## src/rtl/aaac_pkg.sv

```systemverilog
`timescale 1ns / 1ps
// Shared types and constants for the atomic ALU admission check.
// No dependencies; imported by every module of the block.
package aaac_pkg;

    // Record store geometry
    localparam int MAX_RECORDS = 64;
    localparam int CNT_W       = $clog2(MAX_RECORDS + 1);

    // Field widths
    localparam int ADDR_W  = 64;
    localparam int TICK_W  = 48;
    localparam int ALU_W   = 7;
    localparam int LAT_W   = 16;
    localparam int SHIFT_W = 4;
    localparam int CAUSE_W = 2;
    localparam int CIDX_W  = 2;
    localparam int CDAT_W  = 16;
    localparam int CMP_W   = (CNT_W > ALU_W) ? CNT_W : ALU_W;

    // Operation codes
    localparam logic OP_CHECK   = 1'b0;
    localparam logic OP_RESERVE = 1'b1;

    // Refusal causes
    localparam logic [CAUSE_W-1:0] CAUSE_NONE       = 2'd0;
    localparam logic [CAUSE_W-1:0] CAUSE_ALU_LIMIT  = 2'd1;
    localparam logic [CAUSE_W-1:0] CAUSE_LINE_BUSY  = 2'd2;
    localparam logic [CAUSE_W-1:0] CAUSE_STORE_FULL = 2'd3;

    // Configuration register indexes
    localparam logic [CIDX_W-1:0] CFG_NUM_ALUS    = 2'd0;
    localparam logic [CIDX_W-1:0] CFG_ACCESS_LAT  = 2'd1;
    localparam logic [CIDX_W-1:0] CFG_LINE_OFFSET = 2'd2;

    // Reset values of the configuration registers
    localparam logic [ALU_W-1:0]   RST_NUM_ALUS    = 7'd4;
    localparam logic [LAT_W-1:0]   RST_ACCESS_LAT  = 16'd4;
    localparam logic [SHIFT_W-1:0] RST_LINE_OFFSET = 4'd6;

    // Beat that sweeps down the chain of record cells
    typedef struct packed {
        logic              valid;
        logic              op;
        logic [ADDR_W-1:0] line;
        logic [TICK_W-1:0] now_tick;
        logic [TICK_W-1:0] oldest;
        logic              can_expire;
        logic [CNT_W-1:0]  started;
        logic              busy;
        logic              found;
    } t_sweep;

endpackage

```

## src/rtl/aaac_cell.sv

```systemverilog
`timescale 1ns / 1ps
// One record cell: holds a single reservation and updates the sweep beat.
// Depends on aaac_pkg.
module aaac_cell (
    input  logic            i_clk,
    input  logic            i_rst_n,
    input  aaac_pkg::t_sweep i_sweep,
    output aaac_pkg::t_sweep o_sweep
);
    import aaac_pkg::*;

    logic              r_live;
    logic [ADDR_W-1:0] r_line;
    logic [TICK_W-1:0] r_start;
    t_sweep            r_sweep;
    t_sweep            n_sweep;
    logic              n_live;
    logic              expire_hit;
    logic              live_eff;
    logic              take_slot;

    // Expire on a check beat, then count and match against the live record
    always_comb begin
        expire_hit = i_sweep.valid && (i_sweep.op == OP_CHECK) && r_live &&
                     i_sweep.can_expire && (r_start < i_sweep.oldest);
        live_eff   = r_live && !expire_hit;
        take_slot  = i_sweep.valid && (i_sweep.op == OP_RESERVE) &&
                     !i_sweep.found && !r_live;
        n_sweep    = i_sweep;
        n_live     = live_eff;
        if (i_sweep.valid && (i_sweep.op == OP_CHECK) && live_eff) begin
            if (r_start == i_sweep.now_tick) begin
                n_sweep.started = i_sweep.started + CNT_W'(1);
            end
            if (r_line == i_sweep.line) begin
                n_sweep.busy = 1'b1;
            end
        end
        if (take_slot) begin
            n_sweep.found = 1'b1;
            n_live        = 1'b1;
        end
    end

    // Hold the live bit and the beat register
    always_ff @(posedge i_clk) begin
        if (!i_rst_n) begin
            r_live  <= 1'b0;
            r_sweep <= '0;
        end else begin
            r_live  <= n_live;
            r_sweep <= n_sweep;
        end
    end

    // Store the record payload on a reserve that lands here
    always_ff @(posedge i_clk) begin
        if (take_slot) begin
            r_line  <= i_sweep.line;
            r_start <= i_sweep.now_tick;
        end
    end

    assign o_sweep = r_sweep;

endmodule

```

## config.mk

```make
export PLATFORM = sky130hd
export DESIGN_NAME = aaac_cell
export DESIGN_NICKNAME = d
export VERILOG_FILES = /design/src/rtl/aaac_pkg.sv /design/src/rtl/aaac_cell.sv
export SDC_FILE = /design/constraint.sdc
export NUM_CORES = 1
export LEC_CHECK = 0
export CORE_MARGIN = 2
export CORE_UTILIZATION = 52
export DETAILED_ROUTE_END_ITERATION = 8
export DONT_BUFFER_PORTS = 1
export GPL_ROUTABILITY_DRIVEN = 0
export MAX_ROUTING_LAYER = met4
export PLACE_DENSITY_LB_ADDON = 0.25
export SETUP_SLACK_MARGIN = 0.4
export SLEW_MARGIN = 20
export SYNTH_ARGS = -nofsm -noshare
export SYNTH_HDL_FRONTEND = slang
export SYNTH_SLANG_ARGS = --single-unit
```

## constraint.sdc

```tcl
create_clock -name i_clk -period 11 [get_ports i_clk]
set_input_delay 1.1 -clock i_clk [delete_from_list [all_inputs] [get_ports i_clk]]
set_output_delay 1.1 -clock i_clk [all_outputs]
set_load 0.02 [all_outputs]
```

======== Word-level counts from Yosys, hierarchy flattened ========
Index checks and enable logic that the tools add are counted.
Widths: inputs -> output; s select.
word-level totals
  register bits ........................... 285
  output and inout port bits .............. 172
  word-level logic and storage cells ...... 34
operators by class
  add/subtract/negate cells ............... 1
  $lt $le $gt $ge ......................... 1
  equality and inequality tests ........... 2
  multiplexer cells ....................... 5
  bitwise logic cells ..................... 1
  reductions and logical operators ........ 12
operator list
  cell                 count
  $eq 64x64->1         1
  $eq 48x48->1         1
  $lt 48x48->1         1
  $logic_and 1x1->1    9
  $mux 8               1
  $add 7x1->7 const B  1
  $mux 7               1
  $logic_not 1->1      3
  $mux 1               3
  $not 1->1            1

======== Logic depth before layout (Yosys ltp) ========
  depth in word-level cells ............... 9
  depth in mapped cells ................... 9
  gate-level depth less buffers ........... 9

======== Least setup slack after synthesis ========
Ideal clock, no wire load.
  path type ............................... input port to flip-flop
  start ................................... in i_sweep[0] (netlist name)
  end ..................................... reg r_line[0], enable pin
  setup time .............................. 0.726 ns
  arrival time ............................ 8.942 ns
  setup slack ............................. 1.331 ns
  cell stages on the path ................. 1
  cell sequence ........................... nor3_1
between the ends
  word-level cells in the longest chain between the ends .. 3
ends and longest elaborated chain
  element               line             text
  start, declared       aaac_cell.sv:7   input aaac_pkg::t_sweep i_sweep,
  $logic_not 1->1       aaac_cell.sv:28  !i_sweep.found && !r_live;
  $logic_and 1x1->1     aaac_cell.sv:27  take_slot = i_sweep.valid && (i_sweep.op == OP_RESERVE) &&
  $logic_and 1x1->1     aaac_cell.sv:28
  end signal, assigned  aaac_cell.sv:59  r_line <= i_sweep.line;
  end, declared         aaac_cell.sv:13  logic [ADDR_W-1:0] r_line;
Every way passes these cells.
A chain may end at the register's enable or synchronous reset.

======== Final worst setup path ========
  start ................................... in i_sweep[16] (netlist name)
  end ..................................... reg r_sweep, in the netlist o_sweep[1]
between the ends
  word-level cells in the longest chain between the ends .. 6
ends and longest elaborated chain
  element               line             text
  $lt 48x48->1          aaac_cell.sv:25  i_sweep.can_expire && (r_start < i_sweep.oldest);
  $logic_and 1x1->1     aaac_cell.sv:25
  $logic_not 1->1       aaac_cell.sv:26  live_eff = r_live && !expire_hit;
  $logic_and 1x1->1     aaac_cell.sv:26
  $logic_and 1x1->1     aaac_cell.sv:31  if (i_sweep.valid && (i_sweep.op == OP_CHECK) && live_eff) begin
  $mux 8                aaac_cell.sv:31
  end signal, assigned  aaac_cell.sv:52  r_sweep <= n_sweep;
  end, declared         aaac_cell.sv:15  t_sweep r_sweep;
Every way passes these cells.

==> results by group <==
Setup path
  – CP Buf/Inv Count: 1
  – Crit-path max FO: 7
  – Critical path's slowest cell: o41ai_4
  – Critical Path, Cell by Cell: inv_1 -> ha_1 -> a21oi_1 -> nand2_1 -> a221oi_2 -> a211oi_2 -> o41ai_4 -> nand2_1 -> a32o_1
  – Cell family with most CP delay: compound AO/OA/AOI/OAI gates
  – RR Startpoint: r_start[6]
  – CP arrival: around 3.2 ns
  – Critical path class: in -> reg
  – FF-to-FF End: o_sweep[1]
  – Startpoint Class: primary input
  – Reg2reg path depth: 8
  – R2R Setup Slk: 8.41 ns
  – Worst path required time: approximately 11 ns
  – Slowest stage delay, CP: 0.58 ns
  – Worst setup EP type: flop
  – Most frequent CP cell: nand2_1

Yosys
  – Synth Warn #: 0
  – Library cells used by synthesis: 40
  – Cell taking the most area after synthesis: dfxtp_1
  – Synth top area share: about a third
  – Post-Syn Nets: between 1000 and 1500
  – Avg Inst Size Synth: between 10 and 15 um2
  – Synth Register Bits: 285
  – Register area share after synthesis: around 64%
  – Syn Inst Count: 833
  – Number of synthesized flops with an enable pin: between 100 and 150
  – Asr flop ratio synth: 0%
  – Top cells by area, synth: dfxtp_1 (32%), edfxtp_1 (32%), and2_1 (9.6%)
  – Main synth FF type: dfxtp_1
  – Post-Syn Area: 10700 um2

Timing
  – Relative slew slack: around 43%
  – RSZ-0062 raised after global routing: no
  – Final setup TNS: 0 ns
  – Final WS setup: around 8.2 ns
  – Final hold vios: 0
  – Setup violations, final: 0
  – Clock skew: about 0.013 ns
  – Achievable clock frequency: 363 MHz
  – Worst slew pin tran: between 0.8 and 0.9 ns
  – Max-slew violation count: 0
  – Fin crit period: ~2.8 ns
  – Fin crit share: 25.1%

Power
  – Pwr dens: approximately 190 nW/um2
  – Max VDD drop: approximately 0.12 mV
  – Leak Pwr: 4.63 nW

Clock tree
  – Insertion delay to the later sink of the worst-skew pair: about 0.53 ns
  – H-Tree Depth: 1
  – Clock tree from TritonCTS: done
  – Clock slew seen by the registers of the worst setup and hold paths: around 0.060 ns
  – Hold bufs inserted after CTS: 0
  – Postcts setup bufs: 0
  – Num Clock Sinks: 285
  – CTS root buffer: clkbuf_16
  – Clock buffer depth: 3
  – Cts bufs inserted: 28
  – CTS resizes: 0

Drt
  – WL/cell: just over 20 um
  – Initial DRC count: 241
  – Drt pass-1 iters: 4
  – Final WL: ~23000 um
  – Via-to-Cell Ratio: 5.17
  – DRC Markers: 0
  – DR vias: between 5000 and 6000
  – Post-DRT Antenna Nets: 0

Placed design
  – # placed instances: approximately 1100
  – Number of I/O port buffers: 0
  – Pre-CTS setup slack: approximately 7.7 ns
  – Hpwl dp: between 15000 and 20000 um

Die
  – Starting Density: a little over half
  – Core area: between 20000 and 25000 um2
  – Top-level I/O count: about 350
  – Die W: approximately 150 um
  – Die Ht: approximately 150 um
  – Rows: between 50 and 60
  – Die Footprint: 21700 um2

Min path
  – Hold_sp: i_sweep[69]
  – Hold Crit Class: in -> reg
  – Hold Path Sink: r_start[11]
  – WHS Path Cells: 0

Cells and area
  – Most common cell after layout, fill and taps aside: dfxtp_1
  – Non-Filler Instances: between 1000 and 1500
  – Syn-to-layout area delta: 11.3%
  – Share of cells above drive strength 1: 6.70%
  – Commonest non-fill, non-tap cells in the layout: dfxtp_1 (173), and2_1 (163), edfxtp_1 (112), xor2_1 (65), inv_1 (50)
  – Fin nets: around 1100
  – Ant. Diodes: 0

GRT
  – Pin count of the biggest net entering global routing: 182
  – GR Util All Layers: 21.3%
  – Grt ovf: 0
  – Initial antenna violation count: 0
  – Vias in the first global route: 6175
  – First-pass GRT wire length: approximately 35000 um

Status
  – Status: finished clean

Job
  – Maximum capacitance violations: 0
synth_stat cells, types with 7 or more instances:
library cell,count
clkbuf_1,20
nand2_1,26
nor4_1,19
inv_1,50
ha_1,48
nand3_1,13
dfxtp_1,173
xor2_1,65
nand4_1,22
a21oi_1,20
mux2i_1,7
and2_1,163
edfxtp_1,112
xnor2_1,47
registers in the layout, indices dropped and copies added, names as in the netlist:
register / count
r_start: 48
r_live: 1
r_line: 64
o_sweep: 172
cells by family after synthesis:
family                   synth area share (%)
flip-flops                               64.0
AND/OR/NAND/NOR                          15.0
XOR/XNOR                                 9.20
buffers and inverters                    2.51
adder cells (fa/ha/maj)                  5.63
AO/OA/AOI/OAI                            2.97
multiplexers                            0.657
metrics by stage:
step	hold slack, ns	total power (W)	area [um2]	utilization (%)
after floorplan	0.760	0.00131	10700	-
after global placement	0.693	0.00133	10900	54.2
after detailed placement	0.696	0.00133	10900	54.2
after CTS	0.644	0.00226	11900	58.8
after global routing	0.638	0.00231	11900	58.8
final	0.660	0.00224	11900	58.8
how the worst max path moves through the flow:
stage,depth (start not counted),start,to,slack [ns]
final,9,i_sweep[16],o_sweep[1],8.24
after global routing,9,i_sweep[16],o_sweep[1],8.09
after CTS,9,i_sweep[16],o_sweep[1],8.27
after detailed placement,9,i_sweep[16],o_sweep[1],7.71
after global placement,8,i_sweep[17],o_sweep[1],7.79
after floorplan,1,i_sweep[0],r_line[0],1.33
power breakdown:
group          switching [W]   total, W  internal, W
Combinational      0.0000467  0.0000959    0.0000492
Clock               0.000379   0.000929     0.000550
Sequential         0.0000642    0.00121      0.00115
cell type report:
class	instances	area (um2)
clock inverter	8	42.5
inverter	50	188
fill	1626	8300
tap	270	338
sequential	285	6830
multi-input combinational	477	3570
timing repair buffer	2	15.0
clock buffer	44	883
metal layers:
layer	vias up	track usage [%]	routed length (um)
li1	2830	-	-
met1	2750	25.1	9170
met2	243	35.3	11300
met3	51	6.21	2040
met4	0	6.83	663
met5	-	-	0
No activity file was read; power rests on OpenSTA's default activity.
