--- config.mk ---
export PLATFORM = sky130hd
export DESIGN_NAME = aaac_ctrl
export DESIGN_NICKNAME = d
export VERILOG_FILES = /design/src/rtl/aaac_pkg.sv /design/src/rtl/aaac_ctrl.sv
export SDC_FILE = /design/constraint.sdc
export NUM_CORES = 1
export LEC_CHECK = 0
export ABC_AREA = 1
export BUFFER_PORTS_ARGS = -buffer_cell sky130_fd_sc_hd__buf_2
export CAP_MARGIN = 20
export CORE_AREA = 2 2 191 193
export CTS_CLUSTER_DIAMETER = 30
export DETAILED_ROUTE_END_ITERATION = 7
export DIE_AREA = 0 0 193 195
export RECOVER_POWER = 100
export SETUP_SLACK_MARGIN = 0.15
export SYNTH_ARGS = -nofsm -noshare
export SYNTH_HDL_FRONTEND = slang
export SYNTH_SLANG_ARGS = --single-unit
--- constraint.sdc ---
create_clock -name i_clk -period 3.4 [get_ports i_clk]
set_input_delay 0.85 -clock i_clk [delete_from_list [all_inputs] [get_ports i_clk]]
set_output_delay 0.85 -clock i_clk [all_outputs]
set_load 0.03 [all_outputs]
--- src/rtl/aaac_pkg.sv ---
`timescale 1ns / 1ps
// Shared types and constants for the atomic ALU admission check.
// No dependencies; imported by every module of the block.
package aaac_pkg;

    // Record store geometry
    localparam int MAX_RECORDS = 64;
    localparam int CNT_W       = $clog2(MAX_RECORDS + 1);

    // Field widths
    localparam int ADDR_W  = 64;
    localparam int TICK_W  = 48;
    localparam int ALU_W   = 7;
    localparam int LAT_W   = 16;
    localparam int SHIFT_W = 4;
    localparam int CAUSE_W = 2;
    localparam int CIDX_W  = 2;
    localparam int CDAT_W  = 16;
    localparam int CMP_W   = (CNT_W > ALU_W) ? CNT_W : ALU_W;

    // Operation codes
    localparam logic OP_CHECK   = 1'b0;
    localparam logic OP_RESERVE = 1'b1;

    // Refusal causes
    localparam logic [CAUSE_W-1:0] CAUSE_NONE       = 2'd0;
    localparam logic [CAUSE_W-1:0] CAUSE_ALU_LIMIT  = 2'd1;
    localparam logic [CAUSE_W-1:0] CAUSE_LINE_BUSY  = 2'd2;
    localparam logic [CAUSE_W-1:0] CAUSE_STORE_FULL = 2'd3;

    // Configuration register indexes
    localparam logic [CIDX_W-1:0] CFG_NUM_ALUS    = 2'd0;
    localparam logic [CIDX_W-1:0] CFG_ACCESS_LAT  = 2'd1;
    localparam logic [CIDX_W-1:0] CFG_LINE_OFFSET = 2'd2;

    // Reset values of the configuration registers
    localparam logic [ALU_W-1:0]   RST_NUM_ALUS    = 7'd4;
    localparam logic [LAT_W-1:0]   RST_ACCESS_LAT  = 16'd4;
    localparam logic [SHIFT_W-1:0] RST_LINE_OFFSET = 4'd6;

    // Beat that sweeps down the chain of record cells
    typedef struct packed {
        logic              valid;
        logic              op;
        logic [ADDR_W-1:0] line;
        logic [TICK_W-1:0] now_tick;
        logic [TICK_W-1:0] oldest;
        logic              can_expire;
        logic [CNT_W-1:0]  started;
        logic              busy;
        logic              found;
    } t_sweep;

endpackage

--- src/rtl/aaac_ctrl.sv ---
`timescale 1ns / 1ps
// Control: configuration registers, input beat launch into the cell chain,
// and the result decision and output register. Depends on aaac_pkg.
module aaac_ctrl (
    input  logic                          i_clk,
    input  logic                          i_rst_n,
    input  logic                          i_valid,
    output logic                          o_ready,
    input  logic                          i_operation,
    input  logic [aaac_pkg::ADDR_W-1:0]   i_address,
    input  logic [aaac_pkg::TICK_W-1:0]   i_now_tick,
    output logic                          o_valid,
    input  logic                          i_ready,
    output logic                          o_granted,
    output logic [aaac_pkg::CAUSE_W-1:0]  o_refusal_cause,
    input  logic                          i_cfg_valid,
    output logic                          o_cfg_ready,
    input  logic [aaac_pkg::CIDX_W-1:0]   i_cfg_index,
    input  logic [aaac_pkg::CDAT_W-1:0]   i_cfg_data,
    output aaac_pkg::t_sweep              o_head,
    input  aaac_pkg::t_sweep              i_tail
);
    import aaac_pkg::*;

    logic [ALU_W-1:0]   r_num_alus;
    logic [LAT_W-1:0]   r_access_lat;
    logic [SHIFT_W-1:0] r_line_offset;

    logic               r_active;
    logic               r_pend;
    logic               r_pend_granted;
    logic [CAUSE_W-1:0] r_pend_cause;
    logic               r_out_valid;
    logic               r_out_granted;
    logic [CAUSE_W-1:0] r_out_cause;
    t_sweep             r_head;

    logic               in_fire;
    logic               out_free;
    logic [ADDR_W-1:0]  line_mask;
    logic [TICK_W-1:0]  lat_ext;
    t_sweep             n_head;
    logic               res_granted;
    logic [CAUSE_W-1:0] res_cause;

    assign in_fire     = i_valid && o_ready;
    assign out_free    = !r_out_valid || i_ready;
    assign o_ready     = !r_active && !r_pend;
    assign o_cfg_ready = 1'b1;

    // Write configuration registers
    always_ff @(posedge i_clk) begin
        if (!i_rst_n) begin
            r_num_alus    <= RST_NUM_ALUS;
            r_access_lat  <= RST_ACCESS_LAT;
            r_line_offset <= RST_LINE_OFFSET;
        end else if (i_cfg_valid) begin
            unique case (i_cfg_index)
                CFG_NUM_ALUS:    r_num_alus    <= i_cfg_data[ALU_W-1:0];
                CFG_ACCESS_LAT:  r_access_lat  <= i_cfg_data[LAT_W-1:0];
                CFG_LINE_OFFSET: r_line_offset <= i_cfg_data[SHIFT_W-1:0];
                default: ;
            endcase
        end
    end

    // Form the launch beat: line address, expiry bound
    always_comb begin
        line_mask         = ~((ADDR_W'(1) << r_line_offset) - ADDR_W'(1));
        lat_ext           = TICK_W'(r_access_lat);
        n_head            = '0;
        n_head.valid      = in_fire;
        n_head.op         = i_operation;
        n_head.line       = i_address & line_mask;
        n_head.now_tick   = i_now_tick;
        n_head.oldest     = i_now_tick - lat_ext;
        n_head.can_expire = (i_now_tick >= lat_ext);
    end

    // Decide the result from the beat leaving the last cell
    always_comb begin
        res_granted = 1'b0;
        res_cause   = CAUSE_NONE;
        if (i_tail.op == OP_CHECK) begin
            priority if (CMP_W'(i_tail.started) >= CMP_W'(r_num_alus)) begin
                res_cause = CAUSE_ALU_LIMIT;
            end else if (i_tail.busy) begin
                res_cause = CAUSE_LINE_BUSY;
            end else begin
                res_granted = 1'b1;
            end
        end else begin
            if (i_tail.found) begin
                res_granted = 1'b1;
            end else begin
                res_cause = CAUSE_STORE_FULL;
            end
        end
    end

    // Advance control: launch, park result, hand to output register
    always_ff @(posedge i_clk) begin
        if (!i_rst_n) begin
            r_head      <= '0;
            r_active    <= 1'b0;
            r_pend      <= 1'b0;
            r_out_valid <= 1'b0;
        end else begin
            r_head <= n_head;
            if (in_fire) begin
                r_active <= 1'b1;
            end else if (i_tail.valid) begin
                r_active <= 1'b0;
            end
            if (i_tail.valid) begin
                r_pend <= 1'b1;
            end else if (r_pend && out_free) begin
                r_pend <= 1'b0;
            end
            if (r_pend && out_free) begin
                r_out_valid <= 1'b1;
            end else if (i_ready) begin
                r_out_valid <= 1'b0;
            end
        end
    end

    // Hold result payloads
    always_ff @(posedge i_clk) begin
        if (i_tail.valid) begin
            r_pend_granted <= res_granted;
            r_pend_cause   <= res_cause;
        end
        if (r_pend && out_free) begin
            r_out_granted <= r_pend_granted;
            r_out_cause   <= r_pend_cause;
        end
    end

    assign o_head          = r_head;
    assign o_valid         = r_out_valid;
    assign o_granted       = r_out_granted;
    assign o_refusal_cause = r_out_cause;

endmodule

# Word-level counts from Yosys, hierarchy flattened
# Cells that the tools add are included.
# op_classes
addsub	2
magnitude_cmp	2
eq_ne	2
n_shift	1
muxes	14
n_bitwise	2
n_reduce_logical	14
# ops
cell	n
bitwise AND 64 bit	1
inverter 64 bit	1
<< shifter 1 x 4 -> 64 bit, first input constant	1
subtractor 64 x 2 -> 64 bit, second input constant	1
>= comparator 48 x 16 -> 1 bit	1
subtractor 48 x 16 -> 48 bit	1
two-way mux 1 bit	10
two-way mux 2 bit	4
>= comparator 7 bit	1
AND reduction 2 bit	3
nonzero test 2 bit	3
logical AND 1 bit	3
logical NOT 1 bit	3
== test 2 x 1 -> 1 bit, second input constant	1
== test 2 bit, second input constant	1
logical NOT 2 bit	1
logical OR 1 bit	1
# word_totals
ff_bits	208
inputBits	308
out_inout_bits	178

# Longest topological paths before layout
# Gate-level depths: netlist of run 1.
# depth
ltp_word	5
depth_mapped	14

# Worst setup path before layout of run 1
# Ideal clock, no wire load.
# synth_timing
path_kind	input to register
startpoint	input i_now_tick[0] (netlist bit)
endpoint	register r_head (netlist bit o_head[34])
setup_time_ps	113
t_arrival_ps	2234
required_time_ps	3287
slack_ps	1054
path_stages	13
path_buffers	0
cell_sequence	inv_1 ha_1 fa_1 inv_1 nand3_1 nand3_1 nand2_1 nand2_1 nand2_1 nand2_1 nor2_1 nor2_1 nor2_1
# synth_between
elab_chain_cells	1
# synth_lines
element	line	source
start, declared	aaac_ctrl.sv:11	input logic [aaac_pkg::TICK_W-1:0] i_now_tick,
subtractor 48 x 16 -> 48 bit	aaac_ctrl.sv:76	n_head.oldest = i_now_tick - lat_ext;
end signal, assigned	aaac_ctrl.sv:109	r_head <= n_head;
end, declared	aaac_ctrl.sv:36	t_sweep r_head;
# No other way between the ends.
# A chain may end at the register's enable or synchronous reset.

# Final worst setup path of run 1
# layout_timing
startpoint	input i_now_tick[0] (netlist bit)
endpoint	register r_head (netlist bit o_head[48])
# Same word-level chain as after synthesis.

==> results.json, run 1 <==
{
  "power_frac_seq": 0.453,
  "mostFrequentLayoutCells": "nand2_1 (323), inv_1 (239), dfxtp_1 (193), clkbuf_1 (174), nor2_1 (142)",
  "p_sw_frac": 0.321,
  "drc": 0,
  "grt_max_degree": 121,
  "grt_antenna_before_repair": 3,
  "num_rows": 69,
  "final_common_cell": "nand2_1",
  "setup_ws_ps": 897,
  "power_frac_comb": 0.178,
  "htreeDepth": 4,
  "synthCells": 1241,
  "cts_tree": "done",
  "die-area_sq_um": 37600,
  "hold_violations": 0,
  "die_h_microns": 195,
  "synth_cell_types": 34,
  "holdWs_ps": 432,
  "drtPass1Iterations": 5,
  "crit_arrival_ps": 2870,
  "io_pins": 486,
  "hold_buffers": 0,
  "ys_seq_elements": 199,
  "io_buffers": 314,
  "p_int_mw": 3.79,
  "yosys_warnings": 0,
  "routedWlPerCell_microns": 14.2,
  "cp_common_cell": "nand2_1",
  "core-area_sq_um": 35400,
  "max_slew.worst_pin.slew_ps": 1300,
  "clock_skew_ps": 7.65,
  "hp-class": "register to register",
  "initial_core_util": 0.246,
  "die_w_microns": 193,
  "synthesis.area_sq_um": 8720,
  "regArea_sq_um": 4040,
  "crit_path_max_incr_delay_ps": 410,
  "clkTransAtPathRegs_ps": 80,
  "crit_path_start_kind": "primary input",
  "grt_overflow": 0,
  "nets": 1882,
  "clockBufferDepth": 2,
  "cp_slowest_cell": "fa_1",
  "first_global_vias": 7873,
  "vias_per_cell": 4.18,
  "startpoint": "i_now_tick[0]",
  "ant_nets": 0,
  "maxSlewViolCount": 0,
  "cap_violations": 0,
  "grt_setup_unrepaired": "false",
  "clkSinkCount": 199,
  "reg2reg_slack_ps": 1080,
  "endpoint_kind": "register",
  "cts_made_buffers": 17,
  "crit_path_cell_trace": "clkbuf_1 -> inv_1 -> ha_1 -> fa_1 -> inv_1 -> nand2_1 -> nand3_1 -> nand2_1 -> nand2_1 -> nand2_1 -> nand4_1 -> nand2_1 -> nor2_1",
  "p_sw_mw": 1.79,
  "grt_pass1_wl_microns": 43200,
  "async_flop_share": 0,
  "slew_headroom": 0.133,
  "dp_hpwl_microns": 22800,
  "multi_input_comb_area_sq_um": 3550,
  "syn2layout_area_growth_pct": 27.1,
  "hold_start": "r_pend_granted$_DFFE_PP_",
  "clockRootBuffer": "clkbuf_16",
  "synth_ff_type": "dfxtp_1",
  "final_area_sq_um": 11100,
  "layout-drive-gt1-share": 0.140,
  "clkPwrFrac": 0.369,
  "gp_congestion": 0.923,
  "required_ps": 3760,
  "timing.rr.start": "r_line_offset[3]$_SDFFE_PN0P_",
  "max_freq_mhz": 400,
  "path_max_fanout": 5,
  "fin_setup_tns_ps": 0,
  "min_period_ps": 2500,
  "avgSynthCellArea_sq_um": 7.03,
  "ir_drop_v": 0.000364,
  "path_class": "primary input to register",
  "routed_wl_microns": 28700,
  "clk_latency_ps": 450,
  "first_iter_violations": 473,
  "ctsResizeCount": 0,
  "dpl_cell_area_sq_um": 10800,
  "finalCritPeriodShare": 0.736,
  "p_leak_nw": 5.72,
  "yosysTopAreaCell": "dfxtp_1",
  "outcome": "finished, final reports clean",
  "cts_setup_buffers": 0,
  "setup_viol": 0,
  "vias": 8465,
  "grt_usage": 0.151,
  "p_per_area_nw_per_um2": 503,
  "synth-seq-area-share": 0.464,
  "pre_cts_slack_ps": 542,
  "fillers": 3948,
  "synth_top_area_share": 0.443,
  "synth_area_leaders": "dfxtp_1 (44%), nand2_1 (14%), inv_1 (10%)",
  "synth_edf_count": 6
}
==> flip-flops by register name (all words and copies together), names as in the netlist <==
name	count
r_pend_cause	2
o_valid	1
o_head	163
r_num_alus	7
r_pend_granted	1
r_pend	1
r_active	1
r_access_lat	16
r_line_offset	4
o_granted	1
o_refusal_cause	2
==> worst max-delay path: cells and delay by family <==
| family | cells | cell delay, ps |
|---|---|---|
| buffers and inverters | 3 | 330 |
| adders and majority gates | 2 | 650 |
| and+or+nand+nor | 8 | 1040 |
==> cell type report <==
| class | instances | area share |
|---|---|---|
| multi-input combinational | 759 | 0.320 |
| sequential | 199 | 0.365 |
| tap | 461 | 0.0520 |
| inverter | 254 | 0.0859 |
| clock inverter | 15 | 0.0149 |
| antenna | 2 | 0.000451 |
| clock buffer | 17 | 0.0383 |
| timing repair buffer | 317 | 0.124 |
==> worst paths after layout <==
| path | to | depth (start not counted) |
|---|---|---|
| min reg2reg | o_granted$_DFFE_PP_ | 0 |
| max reg2reg | o_head[168]$_SDFF_PN0_ | 7 |
| max | o_head[48]$_SDFF_PN0_ | 13 |
| min | o_granted$_DFFE_PP_ | 0 |
==> cells by family after synthesis <==
family	count (synthesis)	share of synthesized area
and+or+nand+nor	591	0.288
buffers and inverters	291	0.130
DFF	199	0.464
AOI/OAI and AO/OA	131	0.0783
adders and majority gates	26	0.0381
other	2	0.000861
xor gates and xnor gates	1	0.00100
==> power groups by stage <==
stage                     Clock (mW)  Sequential [mW]  Combinational [mW]
after floorplan                    0             2.82               0.415
after global placement             0             2.58                1.03
after detailed placement           0             2.58                1.04
after CTS                       2.16             2.53                1.04
after global routing            2.24             2.54                1.10
final                           2.06             2.53               0.992
==> metrics by stage <==
step                utilization  power, mW  std cells
floorplan                     -       3.24       1249
global placement          0.304       3.61       1990
detailed placement        0.304       3.62       1990
CTS                       0.321       5.73       2022
global route              0.313       5.88       2022
finish                    0.313       5.58       2024
==> cells in the mapped netlist, drive strengths merged, types with 4 or more instances <==
cell type	instances
nand2	332
inv	253
dfxtp	193
nor2	155
a21oi	78
nand3	58
o21ai	42
ha	25
clkbuf	23
nand4	17
nor3	16
buf	14
edfxtp	6
o211ai	6
and2	5
nand3b	4
or2	4
==> routing by layer <==
layer	vias to the layer above	GRT usage	part of all wire
met5	-	0	0.0010
met4	4	0.0519	0.022
met3	35	0.0419	0.081
met2	336	0.243	0.45
met1	3726	0.194	0.45
li1	4364	-	-
Power figures use the tool's default switching activity.
==> run 2: changes to the inputs <==
- clock period: 3.4 -> 2.1 ns (I/O delays scaled with it)
==> run 2 against run 1 <==
  * Critical path depth shrank 3
  * Clock power is 54% higher
  * Flip-flop and latch count stayed put
  * Combinational power increased by 82%
  * Worst hold slack worse by 190 ps
  * Largest cell class unchanged
  * Routed wire length grew 2.8%
==> results.json, run 2 (synthesized netlist as in run 1, its figures left out) <==
{
  "endpoint_kind": "register",
  "mostFrequentLayoutCells": "nand2_1 (309), inv_1 (236), dfxtp_1 (192), clkbuf_1 (174), buf_2 (143)",
  "grt_antenna_before_repair": 4,
  "power_frac_seq": 0.450,
  "power_frac_comb": 0.200,
  "routedWlPerCell_microns": 14.1,
  "cp_common_cell": "nand2_1",
  "startpoint": "r_access_lat[0]$_SDFFE_PN0P_",
  "clkSinkCount": 199,
  "vias_per_cell": 4.16,
  "ir_drop_v": 0.000586,
  "p_sw_frac": 0.320,
  "grt_setup_unrepaired": "true",
  "grt_usage": 0.154,
  "dpl_cell_area_sq_um": 11200,
  "first_global_vias": 8165,
  "cts_tree": "done",
  "die-area_sq_um": 37600,
  "clockRootBuffer": "clkbuf_16",
  "crit_path_cell_trace": "ha_2 -> fa_1 -> inv_2 -> nand2_1 -> nand3_4 -> nand2_1 -> nand2_1 -> nand3_1 -> a21oi_1 -> nor2_1",
  "first_iter_violations": 389,
  "clkTransAtPathRegs_ps": 80,
  "p_int_mw": 6.17,
  "grt_pass1_wl_microns": 44100,
  "timing.rr.start": "r_access_lat[0]$_SDFFE_PN0P_",
  "initial_core_util": 0.246,
  "maxSlewViolCount": 0,
  "p_sw_mw": 2.91,
  "die_h_microns": 195,
  "crit_path_max_incr_delay_ps": 460,
  "hold_violations": 0,
  "path_class": "register to register",
  "layout-drive-gt1-share": 0.200,
  "ant_nets": 0,
  "required_ps": 2450,
  "core-area_sq_um": 35400,
  "path_max_fanout": 5,
  "crit_path_start_kind": "register",
  "clkPwrFrac": 0.350,
  "finalCritPeriodShare": 0.946,
  "p_leak_nw": 6.05,
  "dp_hpwl_microns": 23600,
  "cap_violations": 0,
  "crit_arrival_ps": 2340,
  "min_period_ps": 1990,
  "clock_skew_ps": 13.5,
  "vias": 8684,
  "htreeDepth": 4,
  "hold_buffers": 0,
  "p_per_area_nw_per_um2": 771,
  "clockBufferDepth": 2,
  "max_freq_mhz": 504,
  "syn2layout_area_growth_pct": 35.1,
  "die_w_microns": 193,
  "routed_wl_microns": 29500,
  "outcome": "finished, final reports clean",
  "drc": 0,
  "grt_overflow": 0,
  "slew_headroom": 0.249,
  "cp_slowest_cell": "fa_1",
  "final_common_cell": "nand2_1",
  "max_slew.worst_pin.slew_ps": 1130,
  "cts_made_buffers": 17,
  "hold_start": "i_address[49]",
  "nets": 1945,
  "drtPass1Iterations": 5,
  "final_area_sq_um": 11800,
  "hp-class": "primary input to register",
  "num_rows": 69,
  "largest_register_ffs": 163,
  "setup_viol": 0,
  "fin_util": 0.333,
  "grt_max_degree": 71,
  "io_buffers": 314,
  "io_pins": 486,
  "clk_latency_ps": 450,
  "gp_congestion": 0.877
}
[run 2: cell count changes in the layout (fill, tap and decap cells not counted), moves of 4 or more]
cell | before | now
ha_1 | 25 | 13
a21oi_2 | 0 | 5
a21oi_1 | 78 | 73
nor2_1 | 142 | 138
ha_4 | 0 | 10
buf_4 | 0 | 57
nand2_2 | 9 | 20
nand2_1 | 323 | 309
nand3_1 | 57 | 53
[run 2: repair_timing]
item | 4_1_cts | 5_1_grt
resized for setup | 1 | 51
setup buffers | 0 | 2
endpoints found under the setup margin | 1 | 46
pin swaps | 0 | 7
[run 2: cell type report]
type	instances	area (sq um)
Multi-Input combinational cell	759	3790
Clock inverter	14	115
Antenna cell	2	5.00
Inverter	254	953
Tap cell	461	577
Clock buffer	18	439
Sequential cell	199	4050
Timing Repair Buffer	380	1860
Fill cell	3926	23600
[run 2: metrics by stage]
stage / total power [mW] / hold WS, ps / cells / setup WS (ps) / setup TNS [ps]
global route: 9.59 / 220 / 2085 / 48.6 / 0
global placement: 5.98 / 401 / 2051 / -191 / -2950
CTS: 9.25 / 209 / 2083 / 154 / 0
detailed placement: 6.00 / 406 / 2051 / -205 / -3570
floorplan: 5.24 / 400 / 1249 / 156 / 0
finish: 9.08 / 242 / 2087 / 114 / 0
[run 2: critical path: cells and delay by family (launching register included)]
kind                     cells  cell delay [ps]
adder cells (fa/ha/maj)      2              650
flip-flops                   1              330
AND/OR/NAND/NOR              6              640
buffers and inverters        1               80
AO/OA/AOI/OAI                1              170
[run 2: power by group through the flow]
stage / registers (mW) / clock network (mW) / logic (mW)
3_5_place_dp: 4.17 / 0 / 1.82
5_1_grt: 4.11 / 3.48 / 2.00
4_1_cts: 4.08 / 3.34 / 1.83
2_1_floorplan: 4.57 / 0 / 0.673
3_3_place_gp: 4.17 / 0 / 1.81
6_report: 4.09 / 3.18 / 1.81
[run 2: path summary, 6_finish.rpt]
path              slack [ps]                endpoint  cells past startpoint
setup / recovery         110   o_head[56]$_SDFF_PN0_                     10
setup reg to reg         110   o_head[56]$_SDFF_PN0_                     10
hold / removal           240  o_head[155]$_SDFF_PN0_                      3
hold reg to reg          430     o_granted$_DFFE_PP_                      0
[run 2: metal layers]
| layer | vias to the layer above | part of all wire | track usage |
|---|---|---|---|
| li1 | 4487 | - | - |
| met1 | 3867 | 0.44 | 0.194 |
| met2 | 282 | 0.45 | 0.248 |
| met3 | 44 | 0.073 | 0.0433 |
| met4 | 4 | 0.029 | 0.0617 |
| met5 | - | 0.00092 | 0 |
